### config.mk
export PLATFORM = sky130hd
export DESIGN_NAME = ps2_scancode_event_decoder
export DESIGN_NICKNAME = d
export VERILOG_FILES = /design/src/sv/ps2sd_pkg.sv /design/src/sv/ps2sd_step.sv /design/src/sv/ps2_scancode_event_decoder.sv
export VERILOG_INCLUDE_DIRS = /design/src /design/src/sv
export SDC_FILE = /design/constraint.sdc
export NUM_CORES = 1
export LEC_CHECK = 0
export BUFFER_PORTS_ARGS = -buffer_cell sky130_fd_sc_hd__clkbuf_2
export CAP_MARGIN = 15
export CORE_ASPECT_RATIO = 2
export CORE_MARGIN = 10
export CORE_UTILIZATION = 65
export CTS_CLUSTER_DIAMETER = 150
export DETAILED_ROUTE_END_ITERATION = 6
export GPL_TIMING_DRIVEN = 0
export PLACE_DENSITY = 0.82
export SETUP_SLACK_MARGIN = 0.15
export SYNTH_ARGS = -nofsm -noshare
export SYNTH_HDL_FRONTEND = slang
export SYNTH_SLANG_ARGS = --single-unit
### constraint.sdc
create_clock -name clk -period 6.5 [get_ports clk]
set_input_delay 1.3 -clock clk [delete_from_list [all_inputs] [get_ports clk]]
set_output_delay 1.3 -clock clk [all_outputs]
set_load 0.01 [all_outputs]
### src/sv/ps2_scancode_event_decoder_defines.svh
// Assertion macros shared by the scan code decoder RTL.
`ifndef PS2_SCANCODE_EVENT_DECODER_DEFINES_SVH
`define PS2_SCANCODE_EVENT_DECODER_DEFINES_SVH

`ifndef ASSERT_OFF

// Property must hold at every clock edge outside reset.
`define PS2SD_ASSERT(lbl, clk, rst_n, prop) \
    lbl: assert property (@(posedge clk) disable iff (!rst_n) (prop)) \
        else $error("ps2sd assertion failed");

// Expression must never be true outside reset.
`define PS2SD_ASSERT_NEVER(lbl, clk, rst_n, expr) \
    lbl: assert property (@(posedge clk) disable iff (!rst_n) !(expr)) \
        else $error("ps2sd forbidden condition seen");

`else

`define PS2SD_ASSERT(lbl, clk, rst_n, prop)
`define PS2SD_ASSERT_NEVER(lbl, clk, rst_n, expr)

`endif

`endif

### src/sv/ps2sd_pkg.sv
// Types, constants and helpers for the PS/2 set 1 scan code event decoder.
package ps2sd_pkg;

    localparam int RING_DEPTH = 256;
    localparam int CNT_W      = $clog2(RING_DEPTH + 1);

    localparam logic [7:0] BYTE_ACK    = 8'hFA;
    localparam logic [7:0] BYTE_RESEND = 8'hFE;
    localparam logic [7:0] BYTE_NULL   = 8'h00;
    localparam logic [7:0] BYTE_EXT    = 8'hE0;
    localparam logic [7:0] BYTE_PAUSE  = 8'hE1;

    localparam logic [6:0] KEY_LSHIFT = 7'h2A;
    localparam logic [6:0] KEY_RSHIFT = 7'h36;
    localparam logic [6:0] KEY_CTRL   = 7'h1D;
    localparam logic [6:0] KEY_ALT    = 7'h38;
    localparam logic [6:0] KEY_CAPS   = 7'h3A;
    localparam logic [6:0] KEY_NUM    = 7'h45;
    localparam logic [6:0] KEY_SCROLL = 7'h46;

    localparam int MBIT_SHIFT  = 0;
    localparam int MBIT_CTRL   = 1;
    localparam int MBIT_ALT    = 2;
    localparam int MBIT_CAPS   = 3;
    localparam int MBIT_NUM    = 4;
    localparam int MBIT_SCROLL = 5;

    localparam logic [2:0] PAUSE_IDLE = 3'd0;
    localparam logic [2:0] PAUSE_LAST = 3'd5;

    typedef enum logic [1:0] {
        ACT_MAKE   = 2'd0,
        ACT_BREAK  = 2'd1,
        ACT_REPEAT = 2'd2,
        ACT_ERROR  = 2'd3
    } action_t;

    typedef struct packed {
        logic             ext_pending;
        logic [2:0]       pause_pos;
        logic [5:0]       mods;
        logic [CNT_W-1:0] count;
    } parse_state_t;

    typedef struct packed {
        logic       valid;
        logic [7:0] event_code;
        action_t    action;
        logic [5:0] modifiers;
        logic       extended;
        logic       synthetic;
        logic       parser_error;
        logic       overflow_drop;
    } key_event_t;

    typedef struct packed {
        logic we;
        logic value;
    } map_write_t;

    // Expected byte of the pause tail at positions 1..5.
    function automatic logic [7:0] pause_tail(input logic [2:0] pos);
        logic [7:0] b;
        case (pos)
            3'd1:    b = 8'h1D;
            3'd2:    b = 8'h45;
            3'd3:    b = 8'hE1;
            3'd4:    b = 8'h9D;
            3'd5:    b = 8'hC5;
            default: b = 8'h00;
        endcase
        return b;
    endfunction

endpackage

### src/sv/ps2sd_step.sv
// Per-byte parser step: next parser state, key map update and event.
module ps2sd_step (
    input  logic [7:0]             scan_byte,
    input  ps2sd_pkg::parse_state_t st,
    input  logic                   held,
    output ps2sd_pkg::parse_state_t st_next,
    output ps2sd_pkg::map_write_t  map_wr,
    output ps2sd_pkg::key_event_t  evt
);

    logic       ignore;
    logic       emit;
    logic [7:0] e_code;
    ps2sd_pkg::action_t e_act;
    logic       e_ext;
    logic       e_synth;
    logic       e_err;
    logic [5:0] mods;
    logic       over;

    assign ignore = (scan_byte == ps2sd_pkg::BYTE_ACK)
                 || (scan_byte == ps2sd_pkg::BYTE_RESEND)
                 || (scan_byte == ps2sd_pkg::BYTE_NULL);

    always_comb
    begin
        st_next      = st;
        map_wr.we    = 1'b0;
        map_wr.value = 1'b0;
        emit         = 1'b0;
        e_code       = scan_byte;
        e_act        = ps2sd_pkg::ACT_ERROR;
        e_ext        = 1'b0;
        e_synth      = 1'b0;
        e_err        = 1'b0;

        if (!ignore)
        begin
            if (st.pause_pos != ps2sd_pkg::PAUSE_IDLE)
            begin
                if (st.pause_pos > ps2sd_pkg::PAUSE_LAST
                    || scan_byte != ps2sd_pkg::pause_tail(st.pause_pos))
                begin
                    st_next.ext_pending = 1'b0;
                    st_next.pause_pos   = ps2sd_pkg::PAUSE_IDLE;
                    emit                = 1'b1;
                    e_err               = 1'b1;
                end
                else if (st.pause_pos == ps2sd_pkg::PAUSE_LAST)
                begin
                    st_next.pause_pos = ps2sd_pkg::PAUSE_IDLE;
                    emit              = 1'b1;
                    e_code            = {1'b0, ps2sd_pkg::KEY_NUM};
                    e_act             = ps2sd_pkg::ACT_MAKE;
                    e_synth           = 1'b1;
                end
                else
                begin
                    st_next.pause_pos = st.pause_pos + 3'd1;
                end
            end
            else if (scan_byte == ps2sd_pkg::BYTE_PAUSE)
            begin
                st_next.pause_pos   = 3'd1;
                st_next.ext_pending = 1'b0;
            end
            else if (scan_byte == ps2sd_pkg::BYTE_EXT)
            begin
                if (st.ext_pending)
                begin
                    st_next.ext_pending = 1'b0;
                    emit                = 1'b1;
                    e_err               = 1'b1;
                end
                else
                begin
                    st_next.ext_pending = 1'b1;
                end
            end
            else
            begin
                st_next.ext_pending = 1'b0;
                emit                = 1'b1;
                e_code              = {1'b0, scan_byte[6:0]};
                e_ext               = st.ext_pending;
                map_wr.we           = scan_byte[7] || !held;
                map_wr.value        = !scan_byte[7];
                if (scan_byte[7])
                    e_act = ps2sd_pkg::ACT_BREAK;
                else if (held)
                    e_act = ps2sd_pkg::ACT_REPEAT;
                else
                    e_act = ps2sd_pkg::ACT_MAKE;
            end
        end

        // modifier tracking, make and break only
        mods = st.mods;
        if (emit && (e_act == ps2sd_pkg::ACT_MAKE || e_act == ps2sd_pkg::ACT_BREAK))
        begin
            case (e_code[6:0])
                ps2sd_pkg::KEY_LSHIFT,
                ps2sd_pkg::KEY_RSHIFT: mods[ps2sd_pkg::MBIT_SHIFT] =
                                           (e_act == ps2sd_pkg::ACT_MAKE);
                ps2sd_pkg::KEY_CTRL:   mods[ps2sd_pkg::MBIT_CTRL] =
                                           (e_act == ps2sd_pkg::ACT_MAKE);
                ps2sd_pkg::KEY_ALT:    mods[ps2sd_pkg::MBIT_ALT] =
                                           (e_act == ps2sd_pkg::ACT_MAKE);
                ps2sd_pkg::KEY_CAPS:
                    if (e_act == ps2sd_pkg::ACT_MAKE && !e_ext)
                        mods[ps2sd_pkg::MBIT_CAPS] = !mods[ps2sd_pkg::MBIT_CAPS];
                ps2sd_pkg::KEY_NUM:
                    if (e_act == ps2sd_pkg::ACT_MAKE && !e_synth)
                        mods[ps2sd_pkg::MBIT_NUM] = !mods[ps2sd_pkg::MBIT_NUM];
                ps2sd_pkg::KEY_SCROLL:
                    if (e_act == ps2sd_pkg::ACT_MAKE && !e_ext)
                        mods[ps2sd_pkg::MBIT_SCROLL] = !mods[ps2sd_pkg::MBIT_SCROLL];
                default: mods = st.mods;
            endcase
        end
        st_next.mods = mods;

        over = (st.count >= ps2sd_pkg::CNT_W'(ps2sd_pkg::RING_DEPTH));
        if (emit && !over)
            st_next.count = st.count + ps2sd_pkg::CNT_W'(1);

        evt.valid         = emit;
        evt.event_code    = e_code;
        evt.action        = e_act;
        evt.modifiers     = mods;
        evt.extended      = e_ext;
        evt.synthetic     = e_synth;
        evt.parser_error  = e_err;
        evt.overflow_drop = over;
    end

endmodule

### src/sv/ps2_scancode_event_decoder.sv
// Top level of the PS/2 set 1 scan code event decoder.
//
//   channel | direction | handshake           | payload
//   --------+-----------+---------------------+------------------------------------------
//   in      | input     | in_valid / in_ready | scan_byte
//   out     | output    | out_valid/out_ready | event_code action modifiers extended
//           |           |                     | synthetic parser_error overflow_drop
//
// One byte per cycle while the output is not stalled: input register, combinational parse logic, result register.
// A byte that makes an event passes the input register and then the result register before it shows up on out_valid.
// The parser and key-down map update when the byte leaves the input register,
// which happens whenever the result register is empty or being drained.
// A stalled output holds both stages; in_ready drops only while both are full.
// Reset clears the parser, modifiers, event count and all 256 key-down bits at once.
`include "ps2_scancode_event_decoder_defines.svh"

module ps2_scancode_event_decoder (
    input  logic       clk,
    input  logic       rst_n,
    input  logic       in_valid,
    output logic       in_ready,
    input  logic [7:0] scan_byte,
    output logic       out_valid,
    input  logic       out_ready,
    output logic [7:0] event_code,
    output logic [1:0] action,
    output logic [5:0] modifiers,
    output logic       extended,
    output logic       synthetic,
    output logic       parser_error,
    output logic       overflow_drop
);

    logic                    s1_valid_reg;
    logic                    s1_valid_next;
    logic [7:0]              s1_byte_reg;
    ps2sd_pkg::parse_state_t st_reg;
    ps2sd_pkg::parse_state_t st_next;
    logic [255:0]            key_down_reg;
    logic [7:0]              map_idx;
    logic                    held;
    ps2sd_pkg::map_write_t   map_wr;
    ps2sd_pkg::key_event_t   evt;
    ps2sd_pkg::key_event_t   out_reg;
    logic                    out_valid_reg;
    logic                    out_valid_next;
    logic                    out_free;
    logic                    adv;

    assign out_free = !out_valid_reg || out_ready;
    assign adv      = s1_valid_reg && out_free;
    assign in_ready = !s1_valid_reg || out_free;

    // extended keys live in the upper half of the map
    assign map_idx = {st_reg.ext_pending, s1_byte_reg[6:0]};
    assign held    = key_down_reg[map_idx];

    ps2sd_step u_step (
        .scan_byte (s1_byte_reg),
        .st        (st_reg),
        .held      (held),
        .st_next   (st_next),
        .map_wr    (map_wr),
        .evt       (evt)
    );

    always_comb
    begin
        s1_valid_next = s1_valid_reg;
        if (in_ready)
            s1_valid_next = in_valid;
        out_valid_next = out_valid_reg;
        if (out_free)
            out_valid_next = adv && evt.valid;
    end

    always_ff @(posedge clk or negedge rst_n)
    begin
        if (!rst_n)
        begin
            s1_valid_reg  <= 1'b0;
            st_reg        <= '0;
            key_down_reg  <= '0;
            out_valid_reg <= 1'b0;
        end
        else
        begin
            s1_valid_reg  <= s1_valid_next;
            out_valid_reg <= out_valid_next;
            if (adv)
            begin
                st_reg <= st_next;
                if (map_wr.we)
                    key_down_reg[map_idx] <= map_wr.value;
            end
        end
    end

    always_ff @(posedge clk)
    begin
        if (in_valid && in_ready)
            s1_byte_reg <= scan_byte;
        if (adv && evt.valid)
            out_reg <= evt;
    end

    assign out_valid     = out_valid_reg;
    assign event_code    = out_reg.event_code;
    assign action        = out_reg.action;
    assign modifiers     = out_reg.modifiers;
    assign extended      = out_reg.extended;
    assign synthetic     = out_reg.synthetic;
    assign parser_error  = out_reg.parser_error;
    assign overflow_drop = out_reg.overflow_drop;

    `PS2SD_ASSERT_NEVER(a_pause_range, clk, rst_n, st_reg.pause_pos > ps2sd_pkg::PAUSE_LAST)
    `PS2SD_ASSERT_NEVER(a_ext_in_pause, clk, rst_n,
        st_reg.ext_pending && st_reg.pause_pos != ps2sd_pkg::PAUSE_IDLE)
    `PS2SD_ASSERT(a_count_sat, clk, rst_n,
        st_reg.count <= ps2sd_pkg::CNT_W'(ps2sd_pkg::RING_DEPTH))
    `PS2SD_ASSERT(a_err_clean, clk, rst_n,
        out_valid_reg && out_reg.parser_error |->
            out_reg.action == ps2sd_pkg::ACT_ERROR && !out_reg.extended && !out_reg.synthetic)
    `PS2SD_ASSERT(a_make_sets_map, clk, rst_n,
        adv && evt.valid && !evt.synthetic && evt.action == ps2sd_pkg::ACT_MAKE
            |=> key_down_reg[$past(map_idx)])

endmodule
==> out/qor.csv <==
stage;metric;value;unit
run;Max Cap Violations;0;
layout;Syn-to-layout area delta;9.878;%
pwr;combinational group share of total power;0.184;
synthesis;EDFF count, synth;28;
routing;Pre-Repair DR Iteration Count;5;
placed_design;PortBufs;33;
clock_network;post-CTS sizing;0;
pwr;Reg power frac;0.446;
worst_setup_path;CP Max Fanout;10;
clock_network;CTS tree;done;
timing;FMAX;196.1;MHz
worst_setup_path;element type at the critical path end;flip-flop;
pwr;sw frac;0.2985;
global_routing;GR Util All Layers;0.3072;
global_routing;grt ovf;0;
layout;number of fill cells;1678;
synthesis;top-count cell post-synth;dfrtp_1;
worst_setup_path;crit path capture;key_down_reg[64];
clock_network;deepest clock path buffer count;3;
timing;max_slew headroom;0.2514;
synthesis;register area share after synthesis;0.4870;
clock_network;clock sink count;305;
worst_setup_path;CP Class;flip-flop to flip-flop;
synthesis;Yosys reg bits;305;
placed_design;routability congestion estimate;0.9993;
clock_network;post-CTS setup buffers;0;
routing;vias per cell;6.743;
pwr;pwr dens;273.2;nW/um^2
timing;Worst Clk Skew;0.009946;ns
clock_network;CTS buffer count;27;
clock_network;H-tree Lvls;1;
synthesis;Syn Std Cell Area;15960;sq um
layout;Largest register FFs;256;
worst_setup_path;reg2reg setup slack;1.40;ns
clock_network;Clock Pin Slew Worst Setup and Hold Paths;0.07;ns
timing;worst-margin pin slew;1.121;ns
floorplanning;Initial Util;0.6562;
worst_setup_path;Worst EP arrival;5.56;ns
routing;vias after detailed routing;11950;
worst_setup_path;crit start category;flip-flop;
timing;RSZ-0062 raised after global routing;false;
timing;setup ws final;1.400;ns
synthesis;Synth Warn #;0;
routing;Iter 0 DRT Violations;1331;
synthesis;top post-synthesis cells by count;277 x dfrtp_1, 213 x mux2_2, 184 x nor2_1;
synthesis;Synth async-reset ratio;0.9082;
status;run status;completed;
synthesis;Synth Net Count;1416;
routing;Antenna Nets Post-Route;0;
routing;drt wl/cell;27.07;microns
placed_design;Placed Cells incl. Taps;1724;
synthesis;cell count after synthesis;1398;
floorplanning;row cnt;81;
worst_setup_path;Worst Reg-to-Reg Cells;11;
worst_setup_path;worst r2r src;s1_byte_reg[1];
layout;layout cells sized above 1;0.2728;
routing;drt total wl;47970;microns
timing;count of final setup violators;0;
floorplanning;die height;241.6;microns
synthesis;Netlist cell types;58;
timing;Hold WS;0.4797;ns
placed_design;pre-CTS setup slack;1.776;ns
worst_setup_path;critical path launch point;s1_byte_reg[1];
timing;Final Hold Viols;0;
timing;fin crit share;0.7847;
hold_path;hold crit path type;flip-flop to flip-flop;
layout;final core occ;0.7210;
timing;TNS Setup;0;ns
clock_network;hold_buf cts;0;
global_routing;first-pass GRT wire length;73580;microns
synthesis;Avg Cell Area, Syn;11.42;sq um
floorplanning;core region area;24320;sq um
pwr;Pint;3.361;mW
synthesis;Top FF cell, synth;dfrtp_1;
global_routing;initial antenna violation count;2;
global_routing;pin count of the biggest net entering global routing;106;
synthesis;top cells by area, synth;dfrtp_1 43%, mux2_2 15%, edfxtp_1 5.3%, mux2i_1 4.7%, nor2_1 4.3%;
layout;Nets;1481;
worst_setup_path;CP required;6.96;ns
pwr;Worst VDD drop;0.2235;mV
floorplanning;Die Wd;130.8;microns
worst_setup_path;FF-to-FF End;key_down_reg[64];
synthesis;Synth area leader;dfrtp_1;
pwr;Lkg Pwr;7.879;nW
pwr;NetSw;1.430;mW
placed_design;half-perimeter wire length after placement;33020;microns
clock_network;worst-skew pair later-pin latency;0.57;ns
global_routing;vias in the first global route;12660;
routing;post-detailed-route DRC marker count;0;
floorplanning;# IOs;34;
layout;non-filler cells, final;1772;
floorplanning;full die area;31600;sq um
clock_network;root buffer cell;clkbuf_16;
pwr;Clock power frac;0.369;
timing;Pins Over Slew Limit;0;
synthesis;share of Yosys cell area claimed by the top area cell type;0.4343;
timing;Tmin final;5.100;ns
-- routing by layer --
metal	vias up	GRT usage	share of wire
li1	5089	-	-
met5	-	0	0.00031
met4	2	0.2357	0.092
met2	684	0.5023	0.49
met1	5917	0.3426	0.34
met3	257	0.05521	0.078
-- logic make-up after synthesis --
family,Yosys count,synth area share
simple gates,480,0.1451
mux,356,0.2658
flops,305,0.4870
buf+inv,130,0.04022
compound gates,104,0.04790
xor+xnor,17,0.009329
fa+ha+maj,6,0.004704
-- stage by stage --
stage	area, sq um	total power, mW
CTS	17530	4.757
detailed placement	16570	3.021
global placement	16490	2.990
finish	17540	4.791
global route	17530	4.934
floorplan	15960	2.683
-- power by group through the flow --
stage	combinational [mW]	sequential, mW	clock, mW
4_1_cts	0.860	2.13	1.76
5_1_grt	0.930	2.15	1.86
6_report	0.884	2.14	1.77
3_3_place_gp	0.829	2.16	0
3_5_place_dp	0.854	2.17	0
2_1_floorplan	0.529	2.15	0
-- worst min-delay path by stage --
stage,slack [ns],end,from,cells after the start
final,0.48,st_reg[7],st_reg[7],1
after global routing,0.50,key_down_reg[67],key_down_reg[67],1
after CTS,0.48,st_reg[7],st_reg[7],1
after detailed placement,0.46,key_down_reg[96],key_down_reg[96],1
after global placement,0.45,key_down_reg[250],key_down_reg[250],1
after floorplan,0.44,st_reg[5],st_reg[5],1
-- cell usage in the layout, fill, tap and decap left out, types with 10 or more instances in the layout --
cell | netlist | routed
a21oi_1 | 19 | 18
a22oi_1 | 27 | 27
and2_1 | 11 | 11
buf_2 | 30 | 30
buf_4 | 13 | 13
clkbuf_1 | 64 | 66
clkbuf_16 | 0 | 28
clkbuf_2 | 0 | 32
dfrtp_1 | 277 | 277
edfxtp_1 | 28 | 28
inv_1 | 10 | 10
mux2_1 | 39 | 39
mux2_2 | 213 | 213
mux2i_1 | 75 | 75
mux4_2 | 29 | 29
nand2_1 | 83 | 83
nand2b_1 | 17 | 17
nand3_1 | 21 | 21
nor2_1 | 184 | 184
nor2b_1 | 12 | 12
nor3_1 | 81 | 81
nor3_2 | 20 | 20
nor3b_1 | 10 | 10
o21ai_0 | 10 | 10
-- final cells by class --
class / instances / area (sq um) / area share
sequential: 305 / 7772 / 0.4432
multi-input combinational: 963 / 7550 / 0.4305
clock buffer: 34 / 763.2 / 0.04352
buffer: 120 / 604.3 / 0.03446
tap: 290 / 362.8 / 0.02069
timing repair buffer: 36 / 244.0 / 0.01391
clock inverter: 13 / 200.2 / 0.01142
inverter: 10 / 37.54 / 0.002140
antenna: 1 / 2.502 / 0.0001427
-- worst max-delay path, cell delays in order (launching register included) --
cell and delay (ns):
edfxtp_1 0.37, buf_2 0.23, nor2_1 0.81, clkbuf_1 0.79, a22oi_1 0.30, a31oi_1 0.24
a31oi_1 0.12, o311ai_2 0.54, nand4_2 0.49, buf_2 0.39, nor3b_1 0.33, mux2_2 0.37
Power figures use the tool's default switching activity.
